$ cat src/rtl/core/gbpi_pkg.sv
`timescale 1ns / 1ps
package gbpi_pkg;

  // default sizes
  localparam int MAX_BINS_DEF = 64;
  localparam int EXP_DEPTH_DEF = 1024;
  localparam int QUEUE_DEPTH = 2;

  // fixed-point constants
  localparam logic [30:0] LOG2E_Q30 = 31'd1549082005;
  localparam logic [63:0] LN2_Q32 = 64'd2977044472;
  localparam logic [16:0] PROB_ONE = 17'd65536;

  // register indexes
  localparam int CFG_IDX_W = 1;
  localparam logic [CFG_IDX_W-1:0] CFG_LAMBDA = 1'b0;
  localparam logic [CFG_IDX_W-1:0] CFG_EPSILON = 1'b1;

  typedef struct packed {
    logic [31:0] pair_distance;
    logic [31:0] bin_center;
    logic [16:0] bin_probability;
    logic        last_bin;
    logic        last_pair;
  } in_item_t;

  typedef struct packed {
    logic [16:0]        pair_value;
    logic signed [47:0] pair_gradient;
    logic [31:0]        total_value;
    logic               total_final;
  } out_item_t;

  // classified bin as it sits in the queue
  typedef struct packed {
    logic [31:0] mag;
    logic        neg;
    logic [16:0] prob;
    logic        last_bin;
    logic        last_pair;
  } bin_entry_t;

endpackage

$ cat src/rtl/core/gbpi_front.sv
`timescale 1ns / 1ps
module gbpi_front (
  input  logic                  in_valid,
  input  gbpi_pkg::in_item_t    in_data,
  output logic                  in_stall,
  input  logic                  q_full,
  output logic                  q_push,
  output gbpi_pkg::bin_entry_t  q_wdata
);

  import gbpi_pkg::*;

  logic neg;

  // accept whenever the queue has room
  assign in_stall = q_full;
  assign q_push   = in_valid && !q_full;

  // offset sign and magnitude, probability clamped to one
  assign neg               = in_data.bin_center < in_data.pair_distance;
  assign q_wdata.mag       = neg ? in_data.pair_distance - in_data.bin_center
                                 : in_data.bin_center - in_data.pair_distance;
  assign q_wdata.neg       = neg;
  assign q_wdata.prob      = (in_data.bin_probability > PROB_ONE) ? PROB_ONE
                                                                  : in_data.bin_probability;
  assign q_wdata.last_bin  = in_data.last_bin;
  assign q_wdata.last_pair = in_data.last_pair;

endmodule

$ cat config.mk
export PLATFORM = sky130hd
export DESIGN_NAME = gbpi_front
export DESIGN_NICKNAME = d
export VERILOG_FILES = /design/src/rtl/core/gbpi_pkg.sv /design/src/rtl/core/gbpi_front.sv
export SDC_FILE = /design/constraint.sdc
export NUM_CORES = 1
export LEC_CHECK = 0
export ABC_AREA = 1
export BUFFER_PORTS_ARGS = -buffer_cell sky130_fd_sc_hd__buf_4
export CAP_MARGIN = 10
export CORE_ASPECT_RATIO = 2
export CORE_MARGIN = 2
export CORE_UTILIZATION = 52
export DETAILED_ROUTE_END_ITERATION = 10
export PLACE_DENSITY = 0.77
export SLEW_MARGIN = 20
export SYNTH_ARGS = -nofsm -noshare
export SYNTH_HDL_FRONTEND = slang
export SYNTH_SLANG_ARGS = --single-unit
$ cat constraint.sdc
create_clock -name vclk -period 4.75
set_input_delay 0.7125 -clock vclk [all_inputs]
set_output_delay 0.7125 -clock vclk [all_outputs]
set_load 0.05 [all_outputs]
==> flow_summary.yaml <==
outcome:
  outcome: "finished clean"
worst_setup_path:
  slowest_stage: "a21oi_4"
  worstSetupPathType: "in2out"
  crit_fanout: 30
  cp_num_buf_inv: 4
  cp-startpoint: "in_data[19]"
  path_depth: 15
  path_cells: "buf_4 > inv_1 > ha_1 > fa_1 > inv_1 > nand3_1 > nand3_1 > nand2_1 > nand2_2 > nand2_2 > nand2_4 > a21oi_4 > nand2_1 > nand2_1 > buf_4"
  worstSetupEndpoint: "q_wdata[32]"
  path_delay_family: "simple AND/OR/NAND/NOR gates"
  cp_common_cell: "nand2_1"
  worst_setup_path_start_kind: "input pin"
  arrival_ns: 3.17
  required_ns: 4.04
  cpPeakStageDelay_ns: 0.71
  critical_path.endpoint_type: "output port"
clock_network:
  ctsHoldBuffers: 0
  postCtsSetupBuffers: 0
  cts_resized: 0
cells_and_area:
  area_delta_synth_final_pct: 18.3
  num_antenna_cells: 0
  clock_buffers: 0
  fin_nets: 1374
  regArea_um2: 0
  drive_gt1_frac: 0.149
  design_area_um2: 6370
  finalNonFillerCells: 1355
  design.seq.count: 0
  fin_util: 0.631
timing:
  drv_slew: 0
  rsz0062_at_grt: "false"
  relSlewSlack: 0.400
  worst_pin_slew_ns: 0.898
  fin_setup_tns_ns: 0
  setup_viol: 0
  hold-worst-slack_ns: 1.43
  hold_violations: 0
  finalCritPeriodShare: 0.818
  period_minus_slack_ns: 3.88
  fmax_mhz: 258
die:
  io_pins: 139
  dieArea_um2: 11200
  core.rowCount: 52
  initial_core_util: 0.533
  die_x_um: 75.9
  coreArea_um2: 10100
  die_h_um: 148
power:
  power.density_nw_per_um2: 179
  switching_share: 0.687
  power_frac_clock: 0
  leakagePower_nw: 4.39
  p_switching_mw: 0.785
  combPwrFrac: 1.000
  power_frac_seq: 0
  peakVddDrop_uv: 262
  internal_power_mw: 0.357
run:
  cap_viol_max_count: 0
drt:
  drc: 0
  detail-route-antenna-nets: 0
  wl_per_cell_um: 13.2
  routed_wl_mm: 17.9
  vias: 6718
  dr.pass1.iters: 6
  viasPerCell: 4.96
  drt_iter0_markers: 265
global_routing:
  grt_start_max_net_pins: 34
  grt_pass1_vias: 6655
  overflow: 0
  top_usage_layer: "met2"
  grt_pass1_wl_mm: 28.9
  grtUsageMet2: 0.666
  grt_use_total: 0.316
  antenna_found_initial: 0
  use_met3: 0.0220
  grt_use_met1: 0.244
placement:
  dpl_cell_area_um2: 6370
  port_buffers: 135
  place.gp.congestion: 1.02
  dp_hpwl_mm: 16.0
  dp_cells: 1355
logic_synthesis:
  synth.distinct_cells: 34
  syn_inst: 1113
  yosysTopAreaCell: "nand2_1"
  synth_fp_nets: 1265
  netlist_area_um2: 5380
  seq_area_frac_synth: 0
  synth_top_area_share: 0.357
  syn_avg_cell_area_um2: 4.83
  yosys-top-cells-area: "nand2_1, inv_1, ha_1"
  ys_warn_count: 0
worst_hold_path:
  holdCritPathClass: "in2out"
  worstHoldStart: "in_data[1]"
  hold_depth: 0
==> per-layer routing <==
metal / vias up / part of all wire
met5: - / 0
met4: 0 / 0.11
met3: 101 / 0.043
met2: 251 / 0.55
met1: 2918 / 0.30
li1: 3448 / -
==> through the flow <==
stage	setup slack [ns]	total power, mW
final	0.867	1.14
after global routing	0.634	1.24
after CTS	0.887	1.14
after detailed placement	0.890	1.14
after global placement	0.901	1.13
after floorplan	1.09	0.821
==> cells in the final DEF (no fill, tap or decap) <==
cell type,instances
a21oi_1,31
inv_2,14
nor2_2,3
ha_1,65
nand2_4,2
nand2_1,512
nor2_1,67
nor2_4,5
clkinv_1,1
nand2_2,12
nor3_1,4
o21a_1,1
o21ai_0,1
nor3_2,2
nor4_1,1
and2_1,1
a21oi_4,1
nand4_1,11
inv_1,252
xnor2_1,1
nand3_4,1
buf_4,136
o21bai_4,2
xor2_1,32
nand3_1,50
fa_1,2
a21o_1,1
o21bai_1,3
a21oi_2,4
o21ai_1,2
==> cells in the mapped netlist (2+ instances only) <==
cell type  instances
nand2_1          512
inv_1            252
nor2_1            67
ha_1              65
nand3_1           50
xor2_1            32
a21oi_1           31
inv_2             14
buf_2             12
nand2_2           12
nand4_1           11
buf_4              7
buf_6              7
nor2_4             5
a21oi_2            4
nor3_1             4
nor2_2             3
o21bai_1           3
clkbuf_1           2
fa_1               2
nand2_4            2
nor3_2             2
o21ai_1            2
o21bai_4           2
==> worst min-delay path by stage <==
| stage | endpoint | slack (ns) |
|---|---|---|
| detailed placement | q_wdata[1] | 1.43 |
| floorplan | in_stall | 1.59 |
| CTS | q_wdata[1] | 1.43 |
| global route | q_wdata[1] | 1.43 |
| finish | q_wdata[1] | 1.43 |
| global placement | q_wdata[1] | 1.43 |
==> cell families (layout without fill, tap and decap cells) <==
family / Yosys count / after routing / synth area share
compound gates: 46 / 46 / 0.0551
xor+xnor: 33 / 33 / 0.0537
fa+ha+maj: 67 / 67 / 0.159
buf+inv: 296 / 403 / 0.224
simple gates: 671 / 671 / 0.508
==> layout make-up <==
cell class | instances | area [um^2]
Timing Repair Buffer | 136 | 1020
Tap cell | 135 | 169
Inverter | 267 | 1000
Multi-Input combinational cell | 817 | 4170
Fill cell | 1134 | 3720
==> power groups by stage <==
stage | registers, mW | logic [mW] | clock network [mW]
finish | 0 | 1.14 | 0
CTS | 0 | 1.14 | 0
floorplan | 0 | 0.821 | 0
detailed placement | 0 | 1.14 | 0
global placement | 0 | 1.13 | 0
global route | 0 | 1.24 | 0
Note: power is estimated with default switching activity, not from simulation.
