File: src/rtl/core/gbpi_pkg.sv
`timescale 1ns / 1ps
package gbpi_pkg;

  // default sizes
  localparam int MAX_BINS_DEF = 64;
  localparam int EXP_DEPTH_DEF = 1024;
  localparam int QUEUE_DEPTH = 2;

  // fixed-point constants
  localparam logic [30:0] LOG2E_Q30 = 31'd1549082005;
  localparam logic [63:0] LN2_Q32 = 64'd2977044472;
  localparam logic [16:0] PROB_ONE = 17'd65536;

  // register indexes
  localparam int CFG_IDX_W = 1;
  localparam logic [CFG_IDX_W-1:0] CFG_LAMBDA = 1'b0;
  localparam logic [CFG_IDX_W-1:0] CFG_EPSILON = 1'b1;

  typedef struct packed {
    logic [31:0] pair_distance;
    logic [31:0] bin_center;
    logic [16:0] bin_probability;
    logic        last_bin;
    logic        last_pair;
  } in_item_t;

  typedef struct packed {
    logic [16:0]        pair_value;
    logic signed [47:0] pair_gradient;
    logic [31:0]        total_value;
    logic               total_final;
  } out_item_t;

  // classified bin as it sits in the queue
  typedef struct packed {
    logic [31:0] mag;
    logic        neg;
    logic [16:0] prob;
    logic        last_bin;
    logic        last_pair;
  } bin_entry_t;

endpackage

File: src/rtl/core/gbpi_queue.sv
`timescale 1ns / 1ps
module gbpi_queue (
  input  logic                 clk,
  input  logic                 rst,
  input  logic                 push,
  input  gbpi_pkg::bin_entry_t wdata,
  output logic                 full,
  input  logic                 pop,
  output gbpi_pkg::bin_entry_t rdata,
  output logic                 valid
);

  import gbpi_pkg::*;

  localparam int PTR_W = (QUEUE_DEPTH > 1) ? $clog2(QUEUE_DEPTH) : 1;
  localparam int CNT_W = $clog2(QUEUE_DEPTH + 1);

  bin_entry_t       entries [QUEUE_DEPTH];
  logic [PTR_W-1:0] rd_ptr;
  logic [PTR_W-1:0] wr_ptr;
  logic [CNT_W-1:0] count;

  assign full  = count == CNT_W'(QUEUE_DEPTH);
  assign valid = count != '0;
  assign rdata = entries[rd_ptr];

  // pointers and fill count
  always_ff @(posedge clk) begin
    if (rst) begin
      rd_ptr <= '0;
      wr_ptr <= '0;
      count  <= '0;
    end else begin
      if (push) begin
        wr_ptr <= (wr_ptr == PTR_W'(QUEUE_DEPTH - 1)) ? '0 : wr_ptr + 1'b1;
      end
      if (pop) begin
        rd_ptr <= (rd_ptr == PTR_W'(QUEUE_DEPTH - 1)) ? '0 : rd_ptr + 1'b1;
      end
      if (push && !pop) begin
        count <= count + 1'b1;
      end else if (pop && !push) begin
        count <= count - 1'b1;
      end
    end
  end

  // entry storage
  always_ff @(posedge clk) begin
    if (push) begin
      entries[wr_ptr] <= wdata;
    end
  end

endmodule

File: config.mk
export PLATFORM = sky130hd
export DESIGN_NAME = gbpi_queue
export DESIGN_NICKNAME = d
export VERILOG_FILES = /design/src/rtl/core/gbpi_pkg.sv /design/src/rtl/core/gbpi_queue.sv
export SDC_FILE = /design/constraint.sdc
export NUM_CORES = 1
export LEC_CHECK = 0
export ABC_AREA = 1
export BUFFER_PORTS_ARGS = -buffer_cell sky130_fd_sc_hd__clkbuf_2
export CAP_MARGIN = 20
export CORE_MARGIN = 3
export CORE_UTILIZATION = 47
export DETAILED_ROUTE_END_ITERATION = 16
export PLACE_DENSITY = 0.75
export SYNTH_ARGS = -nofsm -noshare
export SYNTH_HDL_FRONTEND = slang
export SYNTH_SLANG_ARGS = --single-unit
File: constraint.sdc
create_clock -name clk -period 3.2 [get_ports clk]
set_clock_uncertainty 0.1 [all_clocks]
set_input_delay 0.64 -clock clk [delete_from_list [all_inputs] [get_ports clk]]
set_output_delay 0.64 -clock clk [all_outputs]
set_load 0.02 [all_outputs]
==> run summary <==
P_sw: 712 µW
Post-Synthesis Cells: 195
Avg Inst Size Synth: 21.7 µm²
area leader, netlist: edfxtp_1
crit-path max cell delay: 0.75 ns
Vias/cell: 4.86
H-Tree Depth: 3
nets: 369
Arr. time, crit path: 1.88 ns
Die X: 101 µm
CTS clk-pin slew, worst paths: 0.11 ns
final setup fails: 0
largest net degree at the start of global routing: 37
CTS tree: yes
number of global-route vias before repair: 1983
Clk pwr share: 28.4%
slew at the pin closest to its max-slew limit: 0.590 ns
first-pass GRT wire length: 9650 µm
initial antenna violation count: 0
CTS-repair resized insts: 0
area grow syn2layout: 19.9%
power share of the combinational group: 14.0%
status: finished clean
aggregate negative setup slack: 0 ns
postcts setup bufs: 0
Most Crowded Layer GR: met2
Synth cell types: 16
Sw Ratio: 24.3%
final core occ: 60.0%
Synth area leaders: edfxtp_1 (74%), mux2_4 (18%), buf_12 (2.4%)
CP Cell Sequence: buf_12, mux2_4, clkbuf_2
Vias: 2050
met2 Use GR: 20.6%
multi-input logic area: 873 µm²
GR Util All Layers: 12.7%
final wirelength: 6480 µm
IO Count: 110
routed len/inst: 15.3 µm
final-report hold violation count: 0
total of max-cap violations: 0
Row Count: 33
CP max-delay cell: dfxtp_4
core area: 8460 µm²
met3 Use GR: 4.08%
Clk Latency, worst-skew pair: 0.35 ns
synthesized net count: 252
Worst VDD drop: 0.000294 V
EDFF count, synth: 104
worst-path maximum fanout: 31
Post-DP HPWL: 4590 µm
Hold Crit Depth: 1
max_slew headroom: 60.7%
hold_buf cts: 0
Worst Setup Start Kind: flop
internal power: 2220 µW
Setup Crit Path Kind: flop to primary output
Max Buffers Root-to-Sink: 2
Buffers on Ports: 109
area share of the leading cell type in the synthesized netlist: 73.8%
pins over their slew limit: 0
Worst EP required: 2.46 ns
GP Congestion: 0.678
sequential cell area: 3230 µm²
total CTS buffers: 9
Final min period: 2.62 ns
DRT antenna net count: 0
Post-synth top flop: edfxtp_1
Worst Reg-to-Reg Cells: 2
fraction of layout cells with a size suffix above 1: 57.7%
Synth async-reset ratio: 0%
Diodes inserted: 0
Worst Setup End Kind: primary output
YS warnings: 0
met1 Usage GRT: 15.6%
sequential power share: 57.6%
DRT iter0 DRCs: 70
Max Clk Rate: 0.382 GHz
Synth Cell Area: 4230 µm²
# fillers: 616
Seq/Total Area, Yosys: 76.1%
fin area: 5080 µm²
DRT Pass-1 Iters: 4
clk sinks: 109
placed cell area: 4870 µm²
DR DRC count: 0
Worst Hold Class: input pin to flop
Die Y: 101 µm
die area: 10200 µm²
RSZ-0062 raised after global routing: no
Initial Utilization: 50.0%
Yosys reg bits: 109
pwr/cell area: 577 nW/µm²
Root Driver: clkbuf_8
Leak: 0.00208 µW
Final Cycle Share: 81.8%
global route overflow: 0
-- path summary, 6_finish.rpt --
check             slack (ns)              to  startpoint
setup / recovery        0.58       rdata[17]        flop
hold / removal          0.36  entries[0][20]   wdata[20]
setup reg to reg        1.66   entries[0][7]      wr_ptr
hold reg to reg         0.43            flop      rd_ptr
-- final cells by class --
| type | count | area share (%) |
|---|---|---|
| sequential | 109 | 63.6 |
| multi-input combinational | 71 | 17.2 |
| timing repair buffer | 112 | 11.9 |
| tap | 105 | 2.59 |
| clock buffer | 9 | 2.44 |
| clock inverter | 7 | 1.60 |
| inverter | 9 | 0.666 |
-- cell families (layout without fill, tap and decap cells) --
group | count (synthesis) | in the layout | synth area share [%]
multiplexers | 52 | 52 | 18.3
flip-flops | 109 | 109 | 76.1
AO/OA/AOI/OAI | 2 | 2 | 0.236
adder cells (fa/ha/maj) | 1 | 1 | 0.295
XOR/XNOR | 1 | 1 | 0.207
AND/OR/NAND/NOR | 15 | 15 | 1.45
buffers and inverters | 15 | 137 | 3.43
-- critical path: cells and delay by family, from the launching register on --
family / cells / cell delay (ns)
buf+inv: 2 / 0.44
flops: 1 / 0.75
mux: 1 / 0.32
-- flip-flops by register name (all words and copies together), names as in the netlist, named ones only --
register,flops
count,2
entries,104
wr_ptr,1
rd_ptr,1
-- power groups by stage --
stage / Combinational [µW] / Sequential, µW / Clock, µW
4_1_cts: 418 / 1690 / 855
5_1_grt: 439 / 1700 / 921
3_3_place_gp: 411 / 1720 / 0
3_5_place_dp: 418 / 1720 / 0
2_1_floorplan: 320 / 1700 / 0
6_report: 411 / 1690 / 831
-- cells in the mapped netlist, types with 2 or more instances --
cell type	n
nand2_1	6
buf_12	5
mux2_2	2
mux2_4	50
edfxtp_1	104
inv_1	9
nor2_1	6
dfxtp_1	5
-- cells in the final DEF (no fill, tap or decap) --
cell and instances:
a21oi_1 1, buf_12 3, bufinv_16 1, clkbuf_2 109, clkbuf_8 9, clkinv_2 1, clkinv_4 2, dfxtp_1 4
dfxtp_4 1, edfxtp_1 104, ha_1 1, inv_1 8, inv_2 1, inv_6 2, inv_8 1, mux2_2 2
mux2_4 50, nand2_1 6, nand3_1 1, nand4_1 1, nor2_1 5, nor2_4 1, nor3_1 1, o21ai_0 1
xnor2_1 1
-- metrics by stage --
stage	power (µW)	cells	hold WS (ns)	setup slack [ns]
after floorplan	2020	195	0.380	0.670
after global placement	2130	406	0.398	0.947
after detailed placement	2140	406	0.407	0.940
after CTS	2960	422	0.344	0.537
after global routing	3060	422	0.335	0.486
final	2930	422	0.364	0.583
-- layer usage --
| metal | up-vias | part of all wire [%] | wire, µm |
|---|---|---|---|
| li1 | 983 | - | - |
| met1 | 979 | 41 | 2680 |
| met2 | 79 | 49 | 3150 |
| met3 | 9 | 8.5 | 550 |
| met4 | 0 | 1.5 | 94 |
| met5 | - | 0 | 0 |
No activity file was read; power rests on OpenSTA's default activity.
